`src/esl_pkg.sv`:
```
// Shared types and constants for the exponent sieve block.
// Used by the controller, the datapath and the top level; depends on nothing.
package esl_pkg;

    // Default size of the survivor map.
    localparam int ESL_MAX_EXPONENTS = 16384;

    // Field widths.
    localparam int ESL_DIV_W     = 22;
    localparam int ESL_CMD_W     = 2;
    localparam int ESL_CNT_W     = 15;
    localparam int ESL_EXP_W     = 14;
    localparam int ESL_DIGIT_W   = 6;
    localparam int ESL_WORD_W    = 32;
    localparam int ESL_CFG_IDX_W = 3;
    localparam int ESL_NB_W      = 6;

    // Request command codes.
    localparam logic [ESL_CMD_W-1:0] ESL_CMD_START = 2'd0;
    localparam logic [ESL_CMD_W-1:0] ESL_CMD_SIEVE = 2'd1;
    localparam logic [ESL_CMD_W-1:0] ESL_CMD_READ  = 2'd2;

    // Configuration register indexes.
    localparam logic [ESL_CFG_IDX_W-1:0] ESL_REG_BASE   = 3'd0;
    localparam logic [ESL_CFG_IDX_W-1:0] ESL_REG_DIGIT  = 3'd1;
    localparam logic [ESL_CFG_IDX_W-1:0] ESL_REG_PREFIX = 3'd2;
    localparam logic [ESL_CFG_IDX_W-1:0] ESL_REG_SUFFIX = 3'd3;
    localparam logic [ESL_CFG_IDX_W-1:0] ESL_REG_SCALE  = 3'd4;
    localparam logic [ESL_CFG_IDX_W-1:0] ESL_REG_MIN    = 3'd5;
    localparam logic [ESL_CFG_IDX_W-1:0] ESL_REG_MAX    = 3'd6;

    typedef struct packed {
        logic [ESL_CMD_W-1:0] command;
        logic [ESL_DIV_W-1:0] divisor;
    } esl_req_t;

    typedef struct packed {
        logic [ESL_CNT_W-1:0] removed_count;
        logic [ESL_CNT_W-1:0] remaining_count;
        logic [ESL_EXP_W-1:0] exponent;
        logic                 exponent_valid;
    } esl_res_t;

    // Commands from the controller to the datapath.
    typedef struct packed {
        logic take_cmd;
        logic addr_zero;
        logic addr_from_ptr;
        logic addr_inc;
        logic total_zero;
        logic ptr_zero;
        logic sweep_write;
        logic sweep_mark;
        logic op_zero;
        logic pre_load;
        logic pre_store;
        logic sv_load;
        logic sv_commit;
        logic rd_found;
        logic res_load;
    } esl_ctl_t;

    // Status from the datapath to the controller.
    typedef struct packed {
        logic [ESL_CMD_W-1:0] command;
        logic                 divisor_small;
        logic                 addr_last;
        logic                 addr_end;
        logic                 op_last;
        logic                 mm_done;
        logic                 map_bit;
    } esl_sts_t;

endpackage

```
`src/esl_ctrl.sv`:
```
// Controller state machine of the exponent sieve.
// Depends on esl_pkg; drives esl_datapath through command and status structs.
module esl_ctrl (
    input  logic              clk,
    input  logic              rst_n,
    input  logic              cmd_valid,
    output logic              cmd_stall,
    output logic              res_valid,
    input  logic              res_stall,
    input  esl_pkg::esl_sts_t sts,
    output esl_pkg::esl_ctl_t ctl
);

    localparam logic [3:0] S_CLEAR    = 4'd0;
    localparam logic [3:0] S_IDLE     = 4'd1;
    localparam logic [3:0] S_DISPATCH = 4'd2;
    localparam logic [3:0] S_START    = 4'd3;
    localparam logic [3:0] S_PRE_LOAD = 4'd4;
    localparam logic [3:0] S_PRE_RUN  = 4'd5;
    localparam logic [3:0] S_SV_FIRST = 4'd6;
    localparam logic [3:0] S_SV_RUN   = 4'd7;
    localparam logic [3:0] S_RD_SCAN  = 4'd8;
    localparam logic [3:0] S_DONE     = 4'd9;

    logic [3:0] state_reg, state_next;
    logic       res_valid_reg, res_valid_next;

    always_comb
    begin
        ctl            = '0;
        state_next     = state_reg;
        res_valid_next = res_valid_reg && res_stall;
        case (state_reg)
            S_CLEAR:
            begin
                ctl.sweep_write = 1'b1;
                ctl.addr_inc    = 1'b1;
                if (sts.addr_last)
                begin
                    state_next = S_IDLE;
                end
            end
            S_IDLE:
            begin
                if (cmd_valid)
                begin
                    ctl.take_cmd = 1'b1;
                    state_next   = S_DISPATCH;
                end
            end
            S_DISPATCH:
            begin
                case (sts.command)
                    esl_pkg::ESL_CMD_START:
                    begin
                        ctl.addr_zero  = 1'b1;
                        ctl.total_zero = 1'b1;
                        ctl.ptr_zero   = 1'b1;
                        state_next     = S_START;
                    end
                    esl_pkg::ESL_CMD_SIEVE:
                    begin
                        if (sts.divisor_small)
                        begin
                            state_next = S_DONE;
                        end
                        else
                        begin
                            ctl.addr_zero = 1'b1;
                            ctl.op_zero   = 1'b1;
                            state_next    = S_PRE_LOAD;
                        end
                    end
                    esl_pkg::ESL_CMD_READ:
                    begin
                        ctl.addr_from_ptr = 1'b1;
                        state_next        = S_RD_SCAN;
                    end
                    default: state_next = S_DONE;
                endcase
            end
            S_START:
            begin
                ctl.sweep_write = 1'b1;
                ctl.sweep_mark  = 1'b1;
                ctl.addr_inc    = 1'b1;
                if (sts.addr_last)
                begin
                    state_next = S_DONE;
                end
            end
            S_PRE_LOAD:
            begin
                ctl.pre_load = 1'b1;
                state_next   = S_PRE_RUN;
            end
            S_PRE_RUN:
            begin
                if (sts.mm_done)
                begin
                    ctl.pre_store = 1'b1;
                    state_next    = sts.op_last ? S_SV_FIRST : S_PRE_LOAD;
                end
            end
            S_SV_FIRST:
            begin
                ctl.sv_load = 1'b1;
                state_next  = S_SV_RUN;
            end
            S_SV_RUN:
            begin
                if (sts.mm_done)
                begin
                    ctl.sv_commit = 1'b1;
                    if (sts.addr_last)
                    begin
                        state_next = S_DONE;
                    end
                    else
                    begin
                        ctl.addr_inc = 1'b1;
                    end
                end
            end
            S_RD_SCAN:
            begin
                if (sts.addr_end)
                begin
                    state_next = S_DONE;
                end
                else if (sts.map_bit)
                begin
                    ctl.rd_found = 1'b1;
                    state_next   = S_DONE;
                end
                else
                begin
                    ctl.addr_inc = 1'b1;
                end
            end
            S_DONE:
            begin
                if (!res_valid_reg || !res_stall)
                begin
                    ctl.res_load   = 1'b1;
                    res_valid_next = 1'b1;
                    state_next     = S_IDLE;
                end
            end
            default: state_next = S_IDLE;
        endcase
    end

    always_ff @(posedge clk or negedge rst_n)
    begin
        if (!rst_n)
        begin
            state_reg     <= S_CLEAR;
            res_valid_reg <= 1'b0;
        end
        else
        begin
            state_reg     <= state_next;
            res_valid_reg <= res_valid_next;
        end
    end

    assign cmd_stall = (state_reg != S_IDLE);
    assign res_valid = res_valid_reg;

endmodule
```
`config.mk`:
```
export PLATFORM = sky130hd
export DESIGN_NAME = esl_ctrl
export DESIGN_NICKNAME = d
export VERILOG_FILES = /design/src/esl_pkg.sv /design/src/esl_ctrl.sv
export SDC_FILE = /design/constraint.sdc
export NUM_CORES = 1
export LEC_CHECK = 0
export ABC_AREA = 1
export BUFFER_PORTS_ARGS = -buffer_cell sky130_fd_sc_hd__buf_2
export CAP_MARGIN = 25
export CELL_PAD_IN_SITES_DETAIL_PLACEMENT = 2
export CELL_PAD_IN_SITES_GLOBAL_PLACEMENT = 2
export CORE_MARGIN = 2
export CORE_UTILIZATION = 19
export CTS_BUF_LIST = sky130_fd_sc_hd__clkbuf_16
export DETAILED_ROUTE_END_ITERATION = 7
export PLACE_DENSITY_LB_ADDON = 0.1
export REMOVE_ABC_BUFFERS = 1
export SLEW_MARGIN = 20
export SYNTH_ARGS = -nofsm -noshare
export SYNTH_HDL_FRONTEND = slang
export SYNTH_SLANG_ARGS = --single-unit
```
`constraint.sdc`:
```
create_clock -name clk -period 1.11 [get_ports clk]
set_input_delay 0.0555 -clock clk [delete_from_list [all_inputs] [get_ports clk]]
set_output_delay 0.0555 -clock clk [all_outputs]
set_load 0.1 [all_outputs]
```
==> results.txt, run 1 <==
----------------------------------------------------
[Status]
  Result of the run ... finished with violations
  Failing checks ... negative setup slack

[Global routing]
  Pin count of the biggest net entering global routing ... 8
  GRT Overall Usage ... 22.2%
  GRT Residual Overflow ... 0
  Via count of the first global-routing pass ... 1129
  Global-route wire length before repair ... 5810 um
  Initial antenna violation count ... 0

[Synthesis]
  Share of the synthesized area in the top cell type ... 20.7%
  Syn Std Cell Area ... 603 um^2
  Total of flip-flops plus latches after synthesis ... 5
  Mapped Avg Cell Area ... 5.97 um^2
  Sequential area share after synthesis ... 20.7%
  Cell type with the largest total area after synthesis ... sky130_fd_sc_hd__dfrtp_1
  Mapped Cells ... 101
  Synth top area cells ... sky130_fd_sc_hd__dfrtp_1, sky130_fd_sc_hd__nand2_1, sky130_fd_sc_hd__nand3_1
  Count of yosys warnings during synthesis ... 0
  Post-synth cell types ... 22

[Job]
  Maximum capacitance violations ... 0

[Critical path]
  Cell type group with the largest total delay on the critical path ... simple AND/OR/NAND/NOR gates
  Register-to-Register Path Depth ... 9
  Capturing element type of the critical path ... register
  Required @ worst endpoint ... 1.26 ns
  Worst path cell trace ... buf_4, nand2_4, inv_2, nand3_2, nand2_2, nor2_4, buf_4, nand3_1, nand2_1
  Largest fanout of any net on the critical path ... 4
  Classification of the worst setup path ... register to register
  Slowest cell on crit path ... sky130_fd_sc_hd__dfrtp_2
  Startpoint type of the worst setup path ... register
  CP Data Arrival Time ... 1.69 ns
  Setup slack on the worst flop-to-flop path ... -0.43 ns
  Reg2reg start ... state_reg[3]
  Most numerous cell on the critical path ... sky130_fd_sc_hd__buf_4
  Longest individual stage delay on the worst path ... 0.44 ns
  Worst path buffer plus inverter count ... 3
  Worst flop-to-flop path endpoint ... state_reg[1]

[Clocking]
  Library cell used as clock root buffer ... sky130_fd_sc_hd__clkbuf_16
  H-tree depth ... 1
  Cts bufs inserted ... 3
  Clock tree from TritonCTS ... yes
  Number of sinks on the clock net ... 5
  Max Buffers Root-to-Sink ... 2
  Clock transition at the registers of the reported paths ... 0.03 ns
  Clock latency on the worst-skew pair ... 0.22 ns

[STA]
  Post-route fraction of the period consumed by the critical path ... 138%
  Worst slack on hold paths ... 0.177 ns
  Period minus WS final ... 1.54 ns
  Max Transition Viols Final ... 0
  Worst-margin pin slew ... 0.261 ns
  Max_slew headroom ... 82.4%
  Summed negative setup slack over all endpoints ... -7.38 ns
  Number of hold-slack violations in the final timing report ... 0
  Final worst slack ... -0.425 ns
  Clock Skews ... 0.000679 ns
  Timing-limited maximum frequency ... 651 MHz
  Setup repair after global routing missed its margin ... yes
  Final setup violation count ... 21

[Placement]
  Port Buf Inserts ... 28
  RD Place Congestion ... 0.835
  Detailed placer's ending HPWL ... 2310 um
  Pre-CTS WS ... -0.311 ns

[Detailed routing]
  Post-route DRC ... 0
  Vias per cell ... 4.51
  Total number of vias ... 951
  Wire length per cell ... 18.5 um
  Number of DRC markers in iteration 0 ... 18
  Detailed Routing Iterations Pass 1 ... 4
  Wire length after detailed routing ... 3890 um
  Number of nets with antenna violations after detailed routing ... 0

[Final layout]
  Antenna Cells ... 0
  Largest register FFs ... 4
  Fillcell total ... 323
  Total number of nets in the final design ... 180
  Area added between synthesis and finish ... 166%
  Commonest cells after routing, fill and taps aside ... sky130_fd_sc_hd__buf_4, sky130_fd_sc_hd__nand2_1, sky130_fd_sc_hd__buf_12
  Most common cell after layout, fill and taps aside ... sky130_fd_sc_hd__buf_4
  Ratio of cells with drive above 1 in the final layout ... 69.5%

[Floorplanning]
  Cell Rows ... 20
  Die area ... 3640 um^2
  Die boundary height ... 60.3 um
  Initial core utilization ... 19.9%
  Standard cell core area ... 3030 um^2
  Top-Level Pins ... 29
  Die width ... 60.3 um

[Pwr]
  Total power after layout ... 5.86 mW
  Ratio of total power to cell area ... 3660 nW/um^2
  Leak Pwr ... 0.793 nW
  Worst vdd ir ... 0.00200 V

[Min path]
  Tightest Hold Check Type ... input pin to asynchronous set/reset pin

----------------------------------------------------
-- logic make-up after synthesis --
kind of cell / Yosys count / synth area share [%]
AOI/OAI and AO/OA: 6 / 5.60
buffers and inverters: 19 / 13.7
DFF: 5 / 20.7
and+or+nand+nor: 71 / 60.0
-- cell usage after synthesis --
cell	number
sky130_fd_sc_hd__o211ai_1	1
sky130_fd_sc_hd__nand2_2	3
sky130_fd_sc_hd__nor2_1	14
sky130_fd_sc_hd__nand3_1	11
sky130_fd_sc_hd__o21ai_0	2
sky130_fd_sc_hd__nand2_1	29
sky130_fd_sc_hd__buf_4	1
sky130_fd_sc_hd__nor2_4	1
sky130_fd_sc_hd__a21oi_1	2
sky130_fd_sc_hd__o22ai_1	1
sky130_fd_sc_hd__nand2_4	2
sky130_fd_sc_hd__nor2_2	3
sky130_fd_sc_hd__buf_6	1
sky130_fd_sc_hd__inv_1	13
sky130_fd_sc_hd__inv_2	4
sky130_fd_sc_hd__dfrtp_1	5
sky130_fd_sc_hd__nand4_1	1
sky130_fd_sc_hd__nor3_1	1
sky130_fd_sc_hd__nand3_2	3
sky130_fd_sc_hd__or2_2	1
sky130_fd_sc_hd__nor2_8	1
sky130_fd_sc_hd__nor4_1	1
-- worst max path at each step --
stage | end | from | depth (start not counted)
after floorplan | ctl[11] | state_reg[1] | 4
after global placement | ctl[11] | state_reg[1] | 5
after detailed placement | state_reg[2] | state_reg[1] | 8
after CTS | ctl[11] | state_reg[2] | 6
after global routing | state_reg[1] | state_reg[3] | 9
final | state_reg[1] | state_reg[3] | 9
-- power breakdown --
part | internal [mW] | total (mW) | switching [mW]
Combinational | 1.88 | 4.84 | 2.96
Sequential | 0.277 | 0.447 | 0.170
Clock | 0.466 | 0.577 | 0.111
Total | 2.62 | 5.86 | 3.24
-- per-stage QoR --
step | utilization [%] | std cells | cell area (um^2)
after floorplan | - | 99 | 584
after global placement | 40.0 | 193 | 1210
after detailed placement | 40.0 | 193 | 1210
after CTS | 51.1 | 208 | 1550
after global routing | 52.9 | 211 | 1600
final | 52.9 | 211 | 1600
-- routing by layer --
| metal | GRT usage, % | routed length [um] |
|---|---|---|
| met4 | 4.13 | 109 |
| met1 | 25.9 | 1500 |
| met3 | 4.48 | 159 |
| met2 | 41.9 | 2120 |
| met5 | 0 | 0 |
-- repair_timing --
action | CTS | global route
gates resized for setup | 51 | 8
setup buffers | 10 | 3
gates cloned | 0 | 0
pin swaps | 10 | 6
setup endpoints to repair | 21 | 21
hold buffers | 1 | 0
hold endpoints to repair | 5 | 0
-- cell type report --
type,instances,area [um^2],share of cell area [%]
Inverter,17,71.3,4.45
Timing Repair Buffer,64,703,43.9
Tap cell,44,55.1,3.44
Clock buffer,3,75.1,4.69
Multi-Input combinational cell,77,564,35.2
Clock inverter,1,3.75,0.234
Sequential cell,5,129,8.05
No activity file was read; power rests on OpenSTA's default activity.
==> run 2, diff against run 1 <==
Settings changed: CELL_PAD_IN_SITES_DETAIL_PLACEMENT 2 to not set, CELL_PAD_IN_SITES_GLOBAL_PLACEMENT 2 to not set, CORE_MARGIN 2 to not set, CORE_UTILIZATION 19 to 40, PLACE_DENSITY set to 0.74, PLACE_DENSITY_LB_ADDON 0.1 to not set.
==> run 2 against run 1 <==
Synthesized cell count unchanged. Area after synthesis unchanged. The run now fails in 4_1_cts.
==> results.txt, run 2 <==
----------------------------------------------------
[Synthesis]
  Syn Std Cell Area ... 603 um^2 (unchanged)
  Mapped Avg Cell Area ... 5.97 um^2 (unchanged)
  Simple-gate share of the synthesized area ... 60.0% (unchanged)
  Combinational family with the most area after synthesis ... simple AND/OR/NAND/NOR gates (unchanged)
  Share of cell area taken by muxes after synthesis ... 0% (unchanged)
  Share of the synthesized area in the top cell type ... 20.7% (unchanged)
  Adder-Cell Fraction of Synth Area ... 0% (unchanged)
  Top-count cell post-synth ... sky130_fd_sc_hd__nand2_1 (unchanged)
  Cell types with the highest counts after synthesis ... sky130_fd_sc_hd__nand2_1, sky130_fd_sc_hd__nor2_1, sky130_fd_sc_hd__inv_1, sky130_fd_sc_hd__nand3_1, sky130_fd_sc_hd__dfrtp_1 (unchanged)
  Count of yosys warnings during synthesis ... 0 (unchanged)
  Cell type with the largest total area after synthesis ... sky130_fd_sc_hd__dfrtp_1 (unchanged)
  Predominant post-synthesis flop cell ... sky130_fd_sc_hd__dfrtp_1 (unchanged)
  Share of the synthesized area in compound gates (AO/OA/AOI/OAI) ... 5.60% (unchanged)
  Post-synth cell types ... 22 (unchanged)
  FFs w/ async S/R, synth ... 100% (unchanged)
  Number of enable flip-flop cells after synthesis ... 0 (unchanged)
  Mapped Cells ... 101 (unchanged)
  Post-synthesis share of cell area spent on xor and xnor gates ... 0% (unchanged)
  Sequential area share after synthesis ... 20.7% (unchanged)
  Synth top area cells ... sky130_fd_sc_hd__dfrtp_1, sky130_fd_sc_hd__nand2_1, sky130_fd_sc_hd__nand3_1 (unchanged)
  Total of flip-flops plus latches after synthesis ... 5 (unchanged)

[Clocking]
  Library cell used as clock root buffer ... sky130_fd_sc_hd__clkbuf_16 (unchanged)
  Number of buffers inserted for hold repair after clock tree synthesis ... 1 (unchanged)
  Cts repair resizes ... 54 (was 51)
  Max Buffers Root-to-Sink ... 2 (unchanged)
  H-tree depth ... 1 (unchanged)
  # Post-CTS Setup Buffers ... 12 (was 10)
  Number of sinks on the clock net ... 5 (unchanged)
  Cts bufs inserted ... 3 (unchanged)

[Placement]
  Detailed placer's ending HPWL ... 1620 um (was 2310 um)
  Port Buf Inserts ... 28 (unchanged)
  RD Place Congestion ... 0.933 (was 0.835)

[Status]
  Failing step ... 4_1_cts
  Result of the run ... aborted with a tool error (was finished with violations)
  Error that halted the flow ... [ERROR DPL-0038] Utilization greater than 100%, impossible to legalize

[Floorplanning]
  Cell Rows ... 13 (was 20)
  Die boundary height ... 40.8 um (was 60.3 um)
  Die width ... 40.8 um (was 60.3 um)
  Top-Level Pins ... 29 (unchanged)
  Initial core utilization ... 44.7% (was 19.9%)

----------------------------------------------------
run 2: cell counts after synthesis:
No cell type changed its count.
run 2: cell families after synthesis:
| group | Yosys count |
|---|---|
| and+or+nand+nor | 71 |
| buffers and inverters | 19 |
| AOI/OAI and AO/OA | 6 |
| DFF | 5 |
run 2: stage by stage:
stage	setup slack [ns]	utilization [%]	cell area (um^2)	setup TNS (ns)	instances
floorplan	-2.68	-	584	-20.78	99
global placement	-0.243	85.1	1150	-2.97	162
detailed placement	-0.284	85.1	1150	-3.91	162
==> run 3, diff against run 2 <==
Settings changed: CORE_AREA set to 2 2 63 65, CORE_UTILIZATION 40 to not set, CTS_BUF_LIST sky130_fd_sc_hd__clkbuf_16 to not set, DIE_AREA set to 0 0 65 67, PLACE_DENSITY 0.74 to not set, PLACE_DENSITY_LB_ADDON set to 0.15.
Clock period 1.11 ns to 1.4 ns, I/O delays scaled along.
==> run 3 against run 2 <==
The flow now finishes, with violations (negative setup slack).
==> results.txt, run 3 (synthesized netlist as in run 1, its figures left out) <==
----------------------------------------------------
[Critical path]
  Capturing element type of the critical path ... primary output
  CP Data Arrival Time ... 1.41 ns
  Worst path cell trace ... clkinv_4, buf_4, nor4_2, buf_4, buf_12
  Startpoint type of the worst setup path ... register
  Required @ worst endpoint ... 1.33 ns
  Classification of the worst setup path ... register to primary output
  Largest fanout of any net on the critical path ... 5
  Slowest cell on crit path ... sky130_fd_sc_hd__dfrtp_2
  Longest individual stage delay on the worst path ... 0.43 ns
  Most numerous cell on the critical path ... sky130_fd_sc_hd__buf_4

[Final layout]
  Area added between synthesis and finish ... 163%
  Total number of nets in the final design ... 175
  Ratio of cells with drive above 1 in the final layout ... 74.7%
  Non-Filler Cell Area, Final ... 1590 um^2
  Largest register FFs ... 4
  Most common cell after layout, fill and taps aside ... sky130_fd_sc_hd__buf_4
  Commonest cells after routing, fill and taps aside ... sky130_fd_sc_hd__buf_4, sky130_fd_sc_hd__buf_12, sky130_fd_sc_hd__nand2_2
  Antenna Cells ... 0

[Global routing]
  Met3 Resource Use GR ... 2.87%
  Via count of the first global-routing pass ... 898
  Pin count of the biggest net entering global routing ... 6
  Initial antenna violation count ... 0
  Met2 track demand over resource in global routing ... 20.2%
  GRT Residual Overflow ... 0
  Met1 track demand over resource ... 11.5%
  Most used routing layer ... met2
  Global-route wire length before repair ... 3680 um
  GRT Overall Usage ... 10.9%

[Status]
  Result of the run ... finished with violations (was aborted with a tool error)
  Failing checks ... negative setup slack

[Detailed routing]
  Total number of vias ... 870
  Wire length after detailed routing ... 2310 um
  Number of DRC markers in iteration 0 ... 18
  Vias per cell ... 4.14
  Number of nets with antenna violations after detailed routing ... 0
  Post-route DRC ... 0
  Wire length per cell ... 11.0 um
  Detailed Routing Iterations Pass 1 ... 4

[STA]
  Max_slew headroom ... 68.0%
  Worst slack on hold paths ... 0.0787 ns
  Post-route fraction of the period consumed by the critical path ... 105%
  Clock Skews ... 0.00339 ns
  Period minus WS final ... 1.48 ns
  Setup repair after global routing missed its margin ... yes
  Max Transition Viols Final ... 0
  Worst-margin pin slew ... 0.483 ns
  Timing-limited maximum frequency ... 678 MHz
  Final worst slack ... -0.0752 ns
  Final setup violation count ... 15
  Number of hold-slack violations in the final timing report ... 0

[Placement]
  Placed Area ... 1120 um^2 (was 1150 um^2)
  Port Buf Inserts ... 28 (unchanged)
  RD Place Congestion ... 0.820 (was 0.933)
  Detailed placer's ending HPWL ... 1570 um (was 1620 um)

[Floorplanning]
  Standard cell core area ... 3610 um^2
  Die boundary height ... 67 um (was 40.8 um)
  Initial core utilization ... 16.7% (was 44.7%)
  Die area ... 4360 um^2
  Die width ... 65 um (was 40.8 um)
  Top-Level Pins ... 29 (unchanged)
  Cell Rows ... 22 (was 13)

[Clocking]
  Max Buffers Root-to-Sink ... 2 (unchanged)
  Clock transition at the registers of the reported paths ... 0.04 ns
  Clock tree from TritonCTS ... yes
  Library cell used as clock root buffer ... sky130_fd_sc_hd__clkbuf_8 (was sky130_fd_sc_hd__clkbuf_16)
  Number of sinks on the clock net ... 5 (unchanged)
  H-tree depth ... 1 (unchanged)
  Cts bufs inserted ... 3 (unchanged)
  Clock latency on the worst-skew pair ... 0.22 ns

[Min path]
  Tightest Hold Check Type ... input pin to register

[Job]
  Maximum capacitance violations ... 0

----------------------------------------------------
## run 3: final timing paths
check	start	to	slack (ns)	depth (start not counted)
min in group asynchronous	rst_n	res_valid	0.21	2
worst min register to register	res_valid	res_valid	0.50	2
worst max register to register	state_reg[0]	state_reg[2]	-0.03	10
worst min-delay path	res_stall	res_valid	0.08	3
worst max-delay path	state_reg[0]	ctl[4]	-0.08	5
max in group asynchronous	rst_n	state_reg[1]	1.05	2
## run 3: critical path: cells and delay by family (launching register included)
family	cells	cell delay, ns
buffers and inverters	4	0.56
DFF	1	0.43
and+or+nand+nor	1	0.19
## run 3: timing repair
item                                    in CTS  in global routing
buffers inserted                            14                  5
endpoints found under the hold margin        5                  0
hold buffers                                 1                  0
gates resized for setup                     45                 29
pin swaps                                   14                 19
endpoints found under the setup margin      16                 20
## run 3: final cells by class
| cell class | instances | area, um^2 |
|---|---|---|
| Inverter | 17 | 71.3 |
| Clock buffer | 4 | 45.0 |
| Sequential cell | 5 | 130 |
| Tap cell | 48 | 60.1 |
| Fill cell | 358 | 2020 |
| Multi-Input combinational cell | 77 | 616 |
| Timing Repair Buffer | 59 | 667 |
## run 3: per-layer routing
| metal | vias up | part of all wire [%] |
|---|---|---|
| met5 | - | 0 |
| met4 | 0 | 1.9 |
| met3 | 4 | 6.4 |
| met2 | 29 | 54 |
| met1 | 402 | 38 |
| li1 | 435 | - |
## run 3: metrics by stage
step,setup WS (ns),instances,util (%),TNS [ns]
3_5_place_dp,0.00280,186,31.1,0
4_1_cts,-0.0996,205,39.8,-0.594
5_1_grt,-0.132,210,44.1,-1.71
2_1_floorplan,-2.40,99,-,-15.14
6_report,-0.0752,210,44.1,-0.618
3_3_place_gp,-0.0111,186,31.1,-0.0111
Power of run 3 is left out: the tool's default activity adds up to more than one toggle a clock period on the data nets, which glitch-free logic cannot reach.
